`src/rtl/core/cpa_pkg.sv`:
```
// ----------------------------------------------------------------------------
// cpa_pkg
// Shared types, constants and controller/datapath bundles for the
// Coulomb potential accumulator core.
// ----------------------------------------------------------------------------
package cpa_pkg;

  localparam int MAX_NODES = 1024;
  localparam int NODE_AW   = $clog2(MAX_NODES);
  localparam int NODE_CW   = $clog2(MAX_NODES + 1);
  localparam int SLOTS     = 1024;
  localparam int SLOT_W    = 10;
  localparam int POS_W     = 32;
  localparam int ACC_W     = 64;
  localparam int D2_W      = 66;
  localparam int ROOT_W    = 34;
  localparam int SQ_REM_W  = 38;
  localparam int DIVD_W    = 80;
  localparam int DV_REM_W  = 35;
  localparam int CNT_W     = 7;
  localparam logic [31:0]      SCALE_RESET = 32'h0001_0000;
  localparam logic [CNT_W-1:0] SQRT_LAST   = CNT_W'(ROOT_W - 1);
  localparam logic [CNT_W-1:0] DIV_LAST    = CNT_W'(DIVD_W - 1);

  typedef enum logic [1:0] {
    OP_LOAD  = 2'd0,
    OP_APPLY = 2'd1,
    OP_READ  = 2'd2,
    OP_CLEAR = 2'd3
  } op_t;

  typedef enum logic [4:0] {
    S_CLEAR, S_IDLE, S_LOAD, S_PREP, S_NRD, S_FETCH, S_SQX, S_SQY, S_SQZ,
    S_CHK, S_SQRT, S_DINIT, S_DIV, S_TERM, S_ACC, S_NEXT, S_RD, S_RDW
  } state_t;

  typedef struct packed {
    logic [POS_W-1:0]  x;
    logic [POS_W-1:0]  y;
    logic [POS_W-1:0]  z;
    logic [SLOT_W-1:0] target;
  } node_t;

  typedef struct packed {
    logic take;
    logic load_node;
    logic apply_start;
    logic node_rd;
    logic diff_cap;
    logic sq_x;
    logic sq_y;
    logic sq_z;
    logic flag_fault;
    logic sqrt_init;
    logic sqrt_step;
    logic div_init;
    logic div_step;
    logic term_cap;
    logic acc_wr;
    logic idx_adv;
    logic rd_slot;
    logic out_load;
    logic clr_start;
    logic clr_step;
  } cmd_t;

  typedef struct packed {
    logic req_fire;
    op_t  req_op;
    logic list_empty;
    logic d2_zero;
    logic sqrt_last;
    logic div_last;
    logic last_node;
    logic clr_last;
    logic out_free;
  } sts_t;

endpackage

```
`src/rtl/core/cpa_ctrl.sv`:
```
// ----------------------------------------------------------------------------
// cpa_ctrl
// Sequencer: steps the datapath through load, per-node charge terms,
// reads and the accumulator clearing sweep.
// ----------------------------------------------------------------------------
module cpa_ctrl (
  input  logic          clk,
  input  logic          rst,
  input  cpa_pkg::sts_t sts,
  output cpa_pkg::cmd_t cmd
);

  cpa_pkg::state_t state, state_next;

  always_ff @(posedge clk) begin
    if (rst) begin
      state <= cpa_pkg::S_CLEAR;
    end else begin
      state <= state_next;
    end
  end

  always_comb begin
    state_next = state;
    unique case (state)
      cpa_pkg::S_CLEAR: if (sts.clr_last) state_next = cpa_pkg::S_IDLE;
      cpa_pkg::S_IDLE: begin
        if (sts.req_fire) begin
          unique case (sts.req_op)
            cpa_pkg::OP_LOAD:  state_next = cpa_pkg::S_LOAD;
            cpa_pkg::OP_APPLY: state_next = cpa_pkg::S_PREP;
            cpa_pkg::OP_READ:  state_next = cpa_pkg::S_RD;
            cpa_pkg::OP_CLEAR: state_next = cpa_pkg::S_CLEAR;
            default:           state_next = cpa_pkg::S_IDLE;
          endcase
        end
      end
      cpa_pkg::S_LOAD:  state_next = cpa_pkg::S_IDLE;
      cpa_pkg::S_PREP:  state_next = sts.list_empty ? cpa_pkg::S_IDLE : cpa_pkg::S_NRD;
      cpa_pkg::S_NRD:   state_next = cpa_pkg::S_FETCH;
      cpa_pkg::S_FETCH: state_next = cpa_pkg::S_SQX;
      cpa_pkg::S_SQX:   state_next = cpa_pkg::S_SQY;
      cpa_pkg::S_SQY:   state_next = cpa_pkg::S_SQZ;
      cpa_pkg::S_SQZ:   state_next = cpa_pkg::S_CHK;
      cpa_pkg::S_CHK:   state_next = sts.d2_zero ? cpa_pkg::S_NEXT : cpa_pkg::S_SQRT;
      cpa_pkg::S_SQRT:  if (sts.sqrt_last) state_next = cpa_pkg::S_DINIT;
      cpa_pkg::S_DINIT: state_next = cpa_pkg::S_DIV;
      cpa_pkg::S_DIV:   if (sts.div_last) state_next = cpa_pkg::S_TERM;
      cpa_pkg::S_TERM:  state_next = cpa_pkg::S_ACC;
      cpa_pkg::S_ACC:   state_next = cpa_pkg::S_NEXT;
      cpa_pkg::S_NEXT:  state_next = sts.last_node ? cpa_pkg::S_IDLE : cpa_pkg::S_NRD;
      cpa_pkg::S_RD:    state_next = cpa_pkg::S_RDW;
      cpa_pkg::S_RDW:   if (sts.out_free) state_next = cpa_pkg::S_IDLE;
      default:          state_next = cpa_pkg::S_IDLE;
    endcase
  end

  always_comb begin
    cmd = '0;
    unique case (state)
      cpa_pkg::S_CLEAR: cmd.clr_step = 1'b1;
      cpa_pkg::S_IDLE: begin
        cmd.take      = 1'b1;
        cmd.clr_start = sts.req_fire && (sts.req_op == cpa_pkg::OP_CLEAR);
      end
      cpa_pkg::S_LOAD:  cmd.load_node = 1'b1;
      cpa_pkg::S_PREP:  cmd.apply_start = 1'b1;
      cpa_pkg::S_NRD:   cmd.node_rd = 1'b1;
      cpa_pkg::S_FETCH: cmd.diff_cap = 1'b1;
      cpa_pkg::S_SQX:   cmd.sq_x = 1'b1;
      cpa_pkg::S_SQY:   cmd.sq_y = 1'b1;
      cpa_pkg::S_SQZ:   cmd.sq_z = 1'b1;
      cpa_pkg::S_CHK: begin
        cmd.flag_fault = sts.d2_zero;
        cmd.sqrt_init  = !sts.d2_zero;
      end
      cpa_pkg::S_SQRT:  cmd.sqrt_step = 1'b1;
      cpa_pkg::S_DINIT: cmd.div_init = 1'b1;
      cpa_pkg::S_DIV:   cmd.div_step = 1'b1;
      cpa_pkg::S_TERM:  cmd.term_cap = 1'b1;
      cpa_pkg::S_ACC:   cmd.acc_wr = 1'b1;
      cpa_pkg::S_NEXT:  cmd.idx_adv = !sts.last_node;
      cpa_pkg::S_RD:    cmd.rd_slot = 1'b1;
      cpa_pkg::S_RDW:   cmd.out_load = sts.out_free;
      default:          cmd = '0;
    endcase
  end

endmodule

```
`config.mk`:
```
export PLATFORM = sky130hd
export DESIGN_NAME = cpa_ctrl
export DESIGN_NICKNAME = d
export VERILOG_FILES = /design/src/rtl/core/cpa_pkg.sv /design/src/rtl/core/cpa_ctrl.sv
export SDC_FILE = /design/constraint.sdc
export NUM_CORES = 1
export LEC_CHECK = 0
export BUFFER_PORTS_ARGS = -buffer_cell sky130_fd_sc_hd__clkbuf_2
export CELL_PAD_IN_SITES_DETAIL_PLACEMENT = 2
export CELL_PAD_IN_SITES_GLOBAL_PLACEMENT = 2
export CORE_MARGIN = 3
export CORE_UTILIZATION = 20
export CTS_BUF_LIST = sky130_fd_sc_hd__clkbuf_4
export DETAILED_ROUTE_END_ITERATION = 8
export HOLD_SLACK_MARGIN = 0.15
export PLACE_DENSITY = 0.78
export SYNTH_ARGS = -nofsm -noshare
export SYNTH_HDL_FRONTEND = slang
export SYNTH_SLANG_ARGS = --single-unit
export TNS_END_PERCENT = 100
```
`constraint.sdc`:
```
create_clock -name clk -period 1.8 [get_ports clk]
set_clock_uncertainty 0.2 [all_clocks]
set_input_delay 0.27 -clock clk [delete_from_list [all_inputs] [get_ports clk]]
set_output_delay 0.27 -clock clk [all_outputs]
set_load 0.01 [all_outputs]
```
==> results of run 1 <==
[per-layer routing]
metal	vias to the layer above	GRT usage, %
li1	356	-
met1	369	22.2
met2	10	30.7
met3	2	2.18
met4	0	7.05
met5	-	0
[repair_timing]
action / CTS / global route
pin swaps: 6 / 6
setup buffers: 6 / 7
hold endpoints to repair: 5 / 0
hold buffers: 2 / 0
endpoints found under the setup margin: 17 / 20
gates resized for setup: 12 / 35
[power by group]
group | internal, uW | switching (uW)
logic | 78.9 | 90.5
registers | 116 | 3.96
clock network | 98.6 | 43.1
total | 293 | 138
[through the flow]
stage          TNS, ns  cell area (sq um)  std cells  hold WS (ns)  power (uW)
4_1_cts         -0.351                836        146         0.157         409
6_report        -0.440                970        153         0.200         431
2_1_floorplan        0                474         70         0.139         184
3_5_place_dp         0                703        134         0.367         238
3_3_place_gp         0                703        134         0.340         234
5_1_grt          -1.47                970        153         0.216         462
[kinds of logic after synthesis]
family	count (synthesis)	share of synthesized area, %
AOI/OAI and AO/OA	12	18.5
xor gates and xnor gates	1	1.85
buffers and inverters	6	6.86
DFF	5	21.1
and+or+nand+nor	46	51.7
[worst min-delay path: stages]
cell	delay (ns)
clkbuf_2	0.08
o32ai_1	0.09
nor3_2	0.14
[cell usage in the layout, fill, tap and decap left out, types with 2 or more instances in the layout]
master,count
a21oi_1,3
buf_2,12
buf_4,16
buf_6,6
clkbuf_2,18
clkbuf_4,4
dfxtp_1,2
dfxtp_2,2
dlygate4sd3_1,2
inv_1,2
nand2_1,5
nand2b_2,2
nor2_1,8
nor2_2,9
nor2_4,2
nor3_1,3
nor3_2,3
[cell type report]
type | count | area [sq um] | area share (%)
Tap cell | 28 | 35.0 | 3.61
Multi-Input combinational cell | 59 | 425 | 43.9
Clock buffer | 4 | 30.0 | 3.10
Timing Repair Buffer | 54 | 358 | 36.9
Sequential cell | 5 | 106 | 11.0
Inverter | 3 | 15.0 | 1.55
[how the worst min path moves through the flow]
| stage | endpoint | slack (ns) |
|---|---|---|
| finish | state[0] | 0.20 |
| global route | state[0] | 0.22 |
| CTS | state[0] | 0.16 |
| detailed placement | state[3] | 0.37 |
| global placement | state[4] | 0.34 |
| floorplan | state[2] | 0.14 |
==> impl_results.md, run 1 <==
* Die W at 54.7 um
* Worst slack, placed at ~0.093 ns
* Leak Pwr at approximately 0.00045 uW
* Seq/Total Area, Yosys at a little over a fifth
* Critical path peak fanout at 3
* Die Area at approximately 3000 sq um
* IO Count at 32
* Top achievable clock speed at 526 MHz
* Yosys warning count at 0
* PwrDens at between 400 and 500 nW/um^2
* Final WS setup at -0.103 ns
* Reg-to-Reg End: state[0]
* Vias in the first global route at between 700 and 800
* Status: complete, but fails checks
* Final setup vio count at 7
* Crit path max-delay family: simple AND/OR/NAND/NOR gates
* Die H at around 55 um
* Final Hold Viols at 0
* Layout fillers at 260
* H-tree depth at 1
* # rows at 17
* Final #Nets at 138
* Least-Margin Pin Slew at roughly 0.33 ns
* Number of port buffers at 31
* DR WL/cell at about 17 um
* FF+latch count, synth at 5
* Core Area at 2230 sq um
* CP Cell Sequence: or3b_4 -> nor2_2 -> and4_1 -> clkbuf_2
* Inserted Clock Buffers at 3
* Area leader, netlist: dfxtp_1
* Setup crit start: state[4]
* Critical path buffer and inverter count at 1
* Routed WL at around 2600 um
* Worst setup endpoint: cmd[1]
* Vias after detailed routing at approximately 740
* Reg2Reg Setup Slack at roughly 0.060 ns
* DR pass1 iterations at 3
* Worst r2r path cells at 6
* Slew headroom at between 70% and 80%
* Worst-path clk slew at roughly 0.04 ns
* Initial antenna violation count at 0
* Total stage count of the critical path at 4
* Max reg flops at 5
* Initial Util at between 20% and 30%
* Min-delay src: sts[4]
* Final period utilization at 106%
* Via/cell ratio at 4.82
* Worst vdd ir at 327 uV
* Clock tree from TritonCTS: yes
* WL met1 at 1240 um
* RePlAce Congestion at ~0.8
* Synth top area share at between 20% and 30%
* Worst hold path class: primary input to flop
* Cell variety after synth at 31
* Number of flops mapped to enable cells by yosys at 0
* Synth area leaders: dfxtp_1, nor2_1, nor3_1
* Worst Setup End Kind: primary output
* Grt ovf at 0
* Fin. max-slew vios at 0
* HPWL after DPL at roughly 1700 um
* RSZ-0062 raised after global routing: yes
* Wire length of the first global-routing pass at around 3800 um
* Max Cap Violations at 0
* Synth cell count leaders: nor2_1, nand2_1, dfxtp_1, nor3_1
* Startpoint class of the critical path: flop
* Fraction of layout cells with a size suffix above 1 at 66.4%
* Failing checks: negative setup slack
* Most used DFF post-synth: dfxtp_1
* Clock Tree Buf Depth at 2
* Largest regs: state: 5 flops
* Asr flop ratio synth at 0%
* Syn Nets at 82
* Area Growth Syn to Fin at 104%
* Netlist Area Pre-Place at ~470 sq um
* Clock Root Buffer: clkbuf_4
* DR iter-0 viols at 3
* Antenna viol nets, final at 0
* Post-Synthesis Cells at 70
* Antenna Cells at 0
* Hold Path Stages at 3
* Clk_lat worst skew at 0.24 ns
* Largest net degree at the start of global routing at 12
* Routed wl met3 at just over 50 um
* WS Path Type: flop to primary output
* Worst path max stage delay at roughly 0.42 ns
* Biggest register: state
* Arr. time, crit path at 1.43 ns
* Avg Cell Area, Syn at 6.77 sq um
* GRT Overall Usage at 17.9%
* Reg-to-reg startpoint: state[2]
* Worst path required time at 1.33 ns
* DRC viols at 0
* Count leader, synth: nor2_1
* Uppermost routed layer: met4
* Slowest stage cell, crit path: or3b_4
* Routed wl met2 at 1350 um
* Clock Sinks at 5
* Post-route minimum period at roughly 1.9 ns
* Finished Core Util at 43.4%
Power figures use the tool's default switching activity.
==> inputs of run 2 (changes only) <==
ABC_AREA = 1   (was unset)
CORE_UTILIZATION = 21   (was 20)
PLACE_DENSITY = 0.77   (was 0.78)
==> run 2 against run 1 <==
  * The run now ends clean
  * Critical path type unchanged
  * Total power up 74%
  * Global-route usage increased by 0.73 points
  * Hold slack got worse by 0.032 ns
  * Utilization fell by 3.6 points
  * Area after synthesis grew 36%
  * Sequential share of layout area down 0.65 points
  * Cell count grew 29%
  * Largest cell class unchanged
  * Critical path depth increased by 2
==> impl_results.md, run 2 <==
* Grt ovf at 0 (unchanged)
* Post-Synthesis Cells at 114 (+63%)
* Mux cell area share after synthesis at 0% (unchanged)
* DR pass1 iterations at 4 (+1)
* Fraction of layout cells with a size suffix above 1 at 54.8% (-12 points)
* Area Growth Syn to Fin at 75.3%
* Syn Nets at 126 (+54%)
* Worst path max stage delay at 0.42 ns (about the same)
* Total stage count of the critical path at 6 (+2)
* GRT Overall Usage at 18.6% (+0.73 points)
* Die H at 61.3 um (+12%)
* Clock Root Buffer: clkbuf_4
* Hold Path Stages at 4 (+1)
* Leak Pwr at 0.000663 uW (+46%)
* Fin. max-slew vios at 0 (unchanged)
* Most used DFF post-synth: dfxtp_1
* HPWL after DPL at 2340 um (+37%)
* Worst path required time at 1.33 ns (about the same)
* Max Cap Violations at 0 (unchanged)
* IO Count at 32 (unchanged)
* Synth area leaders: dfxtp_1, inv_1, nand2_1
* Via/cell ratio at 4.88 (+1.4%)
* Seq/Total Area, Yosys at 15.6% (-5.5 points)
* Layout fillers at 355 (+37%)
* Final Hold Viols at 0 (unchanged)
* Reg2Reg Setup Slack at 0.03 ns (-0.03 ns)
* Vias after detailed routing at 962 (+31%)
* RSZ-0062 raised after global routing: yes
* Cells after DPL at 177 (+32%)
* Flip-flop and latch area at 116 sq um (+9.4%)
* Antenna viol nets, final at 0 (unchanged)
* Routed WL at 3690 um (+39%)
* Worst hold path class: primary input to flop
* Max reg flops at 5 (unchanged)
* Final setup vio count at 0 (-7)
* Slew headroom at 80.8% (+2.9 points)
* Final #Nets at 179 (+30%)
* Status: complete, no violations
* Crit path max-delay family: flip-flops
* Area leader, netlist: dfxtp_1
* Core Area at 2830 sq um (+27%)
* Wire length of the first global-routing pass at 5030 um (+33%)
* DRC viols at 0 (unchanged)
* Synth top area share at 15.6% (-5.5 points)
* Initial Util at 22.7% (+1.5 points)
* Clock tree from TritonCTS: yes
* Clock Sinks at 5 (unchanged)
* Post-route minimum period at 1.78 ns (-0.123 ns)
* Final period utilization at 98.9% (-6.8 points)
* Largest net degree at the start of global routing at 8 (-4)
* Arr. time, crit path at 1.31 ns (-0.12 ns)
* Die W at 61.3 um (+12%)
* Slowest stage cell, crit path: dfxtp_4
* Initial antenna violation count at 0 (unchanged)
* Number of flops mapped to enable cells by yosys at 0 (unchanged)
* Biggest register: state
* Top achievable clock speed at 562 MHz (+6.9%)
* Worst-path clk slew at 0.05 ns (about the same)
* Layout Cells excl Fill at 197 (+29%)
* Post-Synth XOR/XNOR Area at 0% (-1.8 points)
* Clk_lat worst skew at 0.25 ns (about the same)
* Antenna Cells at 0 (unchanged)
* Adder-cell share of the synthesized area at 0% (unchanged)
* Inserted Clock Buffers at 3 (unchanged)
* Die Area at 3760 sq um (+26%)
* Least-Margin Pin Slew at 0.286 ns (-0.0442 ns)
* Worst Setup End Kind: primary output
* Commonest non-fill, non-tap cell in the layout: clkbuf_2
* Netlist Area Pre-Place at 643 sq um (+36%)
* Number of port buffers at 31 (unchanged)
* Count leader, synth: inv_1
* Tot Pwr at 747 uW (+74%)
* DR iter-0 viols at 19 (+16)
* Critical path peak fanout at 5 (+2)
* # rows at 19 (+2)
* Asr flop ratio synth at 0% (unchanged)
* Worst r2r path cells at 11 (+5)
* Yosys warning count at 0 (unchanged)
* PwrDens at 663 nW/um^2 (+49%)
* Post-synthesis simple-gate area fraction at 58.2% (+6.5 points)
* Cell variety after synth at 20 (-35%)
* H-tree depth at 1 (unchanged)
* RePlAce Congestion at 0.765 (-6.6%)
* Vias in the first global route at 1013 (+31%)
* Worst vdd ir at 400 uV (+22%)
* Main combinational cell family by area after synthesis: simple AND/OR/NAND/NOR gates
* Startpoint class of the critical path: flop
* CP Cell Sequence: inv_4 -> nor2_4 -> buf_6 -> nand3_2 -> inv_1 -> clkbuf_2
* WS Path Type: flop to primary output
* Largest regs: state: 5 flops
* FF+latch count, synth at 5 (unchanged)
* Avg Cell Area, Syn at 5.64 sq um (-17%)
* Critical path buffer and inverter count at 4 (+3)
* Commonest cells after routing, fill and taps aside: clkbuf_2, inv_1, nand2_1
* Post-synthesis compound-gate area fraction at 8.56% (-9.9 points)
* Clock Tree Buf Depth at 2 (unchanged)
* DR WL/cell at 18.7 um (+8.3%)
* Area of the multi-input gates at 518 sq um (+22%)
* Synth cell count leaders: inv_1, nand2_1, nor2_1
-- run 2: cell count changes after synthesis, sizes merged, moves of 2 or more --
cell,delta
nand4,+7
inv,+26
buf,-2
nand2,+15
nor3,-2
nand3,+8
nand2b,-3
or3b,-2
nor2,+6
-- run 2: layout make-up --
cell class	instances	area share [%]
clock buffers	3	2.00
clock inverters	1	0.444
inverters	29	10.1
multi-input cells	79	45.9
flip-flops and latches	5	10.3
well taps	31	3.44
repair buffers	49	27.7
-- run 2: kinds of logic (layout without fill, tap and decap cells) --
family,Yosys count,in the layout
AOI/OAI and AO/OA,9,9
buffers and inverters,30,82
DFF,5,5
and+or+nand+nor,70,70
-- run 2: timing repair --
action / 4_1_cts / 5_1_grt
endpoints found under the setup margin: 16 / 16
gates cloned: 0 / 0
resized for setup: 19 / 21
endpoints found under the hold margin: 5 / 0
hold buffers: 2 / 0
pin swaps: 3 / 7
setup buffers: 7 / 7
-- run 2: worst paths after layout --
check                               from  endpoint
worst max register to register  state[0]  state[0]
worst max-delay path            state[0]   cmd[11]
worst min-delay path              sts[7]  state[4]
worst min register to register  state[0]  state[0]
-- run 2: per-layer routing --
metal | wire length, um | vias up | global-route usage (%) | part of all wire, %
li1 | - | 462 | - | -
met1 | 1500 | 469 | 21.0 | 41
met2 | 1990 | 27 | 36.0 | 54
met3 | 138 | 4 | 3.98 | 3.7
met4 | 64 | 0 | 3.03 | 1.7
met5 | 0 | - | 0 | 0
-- run 2: power breakdown --
part           total (uW)  internal (uW)  switching [uW]
logic                 448            191             257
registers             159            125            34.2
clock network         141           81.2            59.5
total                 747            397             351
-- run 2: metrics by stage --
| step | util [%] | hold slack (ns) | area [sq um] | TNS [ns] | setup slack [ns] |
|---|---|---|---|---|---|
| detailed placement | 29.9 | 0.323 | 847 | -0.0466 | -0.0466 |
| finish | 39.8 | 0.168 | 1130 | 0 | 0.0196 |
| CTS | 35.8 | 0.160 | 1010 | -0.0950 | -0.0950 |
| global route | 39.8 | 0.218 | 1130 | -0.440 | -0.0961 |
| global placement | 29.9 | 0.324 | 847 | 0 | 0.104 |
| floorplan | - | 0.139 | 643 | 0 | 0.183 |
-- run 2: worst min-delay path, delay by kind of cell --
family / cells / cell delay (ns)
buf+inv: 1 / 0.10
simple gates: 1 / 0.07
compound gates: 2 / 0.14
==> inputs of run 3 (changes only) <==
MAX_ROUTING_LAYER = met4   (was unset)
TNS_END_PERCENT = 50   (was 100)
==> run 3 against run 2 <==
  * Sequential power is 3% lower
  * Clock-buffer cell count is the same
  * Non-clock buffer count shrank 3
  * Largest power group unchanged
  * Critical path depth is 2 lower
==> impl_results.md, run 3 (synthesis gave the netlist of run 2 again) <==
* Status: complete, no violations
* DR WL/cell at 18.6 um (-0.71%)
* Final Hold Viols at 0 (unchanged)
* DR pass1 iterations at 4 (unchanged)
* Final period utilization at 99.7% (+0.80 points)
* Net Switching at 334 uW (-4.7%)
* Worst Setup End Kind: primary output
* Initial antenna violation count at 0 (unchanged)
* Worst path max stage delay at 0.37 ns (-0.05 ns)
* Hold EP: state[4]
* Antenna viol nets, final at 0 (unchanged)
* Worst slack, placed at -0.0466 ns (unchanged)
* RSZ-0062 raised after global routing: yes
* Combinational share of power at 59.1% (-0.8 points)
* Routed WL at 3610 um (-2.2%)
* Share of power burned in registers at 21.5% (+0.3 points)
* Fin. max-slew vios at 0 (unchanged)
* Via/cell ratio at 4.89 (+0.17%)
* Finished Core Util at 38.7% (-1.1 points)
* GRT Overall Usage at 19.2% (+0.57 points)
* Wire length of the first global-routing pass at 5030 um (unchanged)
* DR iter-0 viols at 33 (+14)
* Die H at 61.3 um (unchanged)
* Core Area at 2830 sq um (unchanged)
* Vias after detailed routing at 949 (-1.4%)
* WS Path Type: flop to primary output
* Clock Sinks at 5 (unchanged)
* DRC viols at 0 (unchanged)
* Worst hold path class: primary input to flop
* Final setup vio count at 0 (unchanged)
* Slew headroom at 80.2% (-0.58 points)
* Top achievable clock speed at 557 MHz (-0.80%)
* IO Count at 32 (unchanged)
* Grt ovf at 0 (unchanged)
* Worst-path clk slew at 0.05 ns (about the same)
* Max Cap Violations at 0 (unchanged)
* HPWL after DPL at 2340 um (unchanged)
* H-tree depth at 1 (unchanged)
* Commonest non-fill, non-tap cell in the layout: clkbuf_2
* Die W at 61.3 um (unchanged)
* Final WS setup at 0.00515 ns (-0.0144 ns)
* Least-Margin Pin Slew at 0.294 ns (+0.00859 ns)
* Clock tree from TritonCTS: yes
* Clock Tree Buf Depth at 2 (unchanged)
* Commonest cells after routing, fill and taps aside: clkbuf_2, inv_1, nand2_1
* Area Growth Syn to Fin at 70.2%
* P_int at 383 uW (-3.5%)
* Slowest stage cell, crit path: dfxtp_4
* Leak Pwr at 0.000640 uW (-3.5%)
* Clock power share at 19.4% (+0.6 points)
* Fraction of layout cells with a size suffix above 1 at 53.4% (-1.4 points)
* Worst r2r path cells at 11 (unchanged)
* # rows at 19 (unchanged)
* Reg2Reg Setup Slack at 0.03 ns (about the same)
* Largest net degree at the start of global routing at 8 (unchanged)
* Die Area at 3760 sq um (unchanged)
* Largest regs: state: 5 flops
* Max reg flops at 5 (unchanged)
* Post-route minimum period at 1.79 ns (+0.0144 ns)
* Startpoint class of the critical path: flop
* Critical path peak fanout at 7 (+2)
* Worst vdd ir at 341 uV (-15%)
* Number of port buffers at 31 (unchanged)
* PwrDens at 655 nW/um^2 (-1.2%)
* Inserted Clock Buffers at 3 (unchanged)
* Sw Share at 46.6% (-0.33 points)
* Worst path required time at 1.33 ns (about the same)
* Min-delay src: sts[7]
* Clk_lat worst skew at 0.25 ns (about the same)
* Initial Util at 22.7% (unchanged)
* CP Cell Sequence: nor2_4 -> inv_1 -> nor3_2 -> clkbuf_2
* RePlAce Congestion at 0.776 (+1.3%)
* Clock Root Buffer: clkbuf_4
* Reg-to-reg startpoint: state[0]
* Biggest register: state
* Hold Path Stages at 4 (unchanged)
* Antenna Cells at 0 (unchanged)
* Reg-to-Reg End: state[0]
* Final #Nets at 176 (-1.7%)
* Vias in the first global route at 1013 (unchanged)
* Arr. time, crit path at 1.32 ns (about the same)
[run 3: per-stage QoR]
step	instance area, sq um	std cells	hold WS, ns	total power, uW	setup TNS [ns]
floorplan	643	114	0.139	307	0
global placement	847	177	0.324	407	0
detailed placement	847	177	0.323	416	-0.0466
CTS	1010	190	0.160	641	-0.0950
global route	1090	194	0.212	772	-0.339
finish	1090	194	0.174	717	0
[run 3: timing repair]
action                     in CTS  in global routing
pin swaps                       3                  7
hold buffers                    2                  0
hold endpoints to repair        5                  0
buffers inserted                7                  4
setup endpoints to repair      16                 16
resized for setup              19                 18
[run 3: worst max-delay path, delay by kind of cell (launching register included)]
family	cells	cell delay (ns)
simple gates	2	0.41
buf+inv	2	0.29
flops	1	0.37
[run 3: area by class of cell]
| type | count | area, sq um |
|---|---|---|
| repair buffers | 46 | 290 |
| clock inverters | 1 | 5.00 |
| clock buffers | 3 | 22.5 |
| multi-input cells | 79 | 508 |
| flip-flops and latches | 5 | 116 |
| fillers | 353 | 1730 |
| inverters | 29 | 114 |
| well taps | 31 | 38.8 |
[run 3: worst max-delay path by stage]
stage	from	end
after global routing	state[1]	cmd[0]
after detailed placement	state[0]	cmd[1]
after global placement	state[1]	state[0]
final	state[1]	cmd[0]
after floorplan	state[3]	cmd[1]
after CTS	state[0]	cmd[1]
[run 3: power groups by stage]
stage / Combinational [uW] / Clock, uW / Sequential, uW
finish: 424 / 139 / 154
global route: 464 / 151 / 157
CTS: 344 / 146 / 151
detailed placement: 274 / 0 / 142
global placement: 266 / 0 / 141
floorplan: 167 / 0 / 140
[run 3: layer usage]
layer	global-route usage, %	up-vias	routed length [um]
li1	-	459	-
met1	21.0	468	1470
met2	36.0	22	2030
met3	3.98	0	113
met4	3.03	0	0
met5	-	-	0
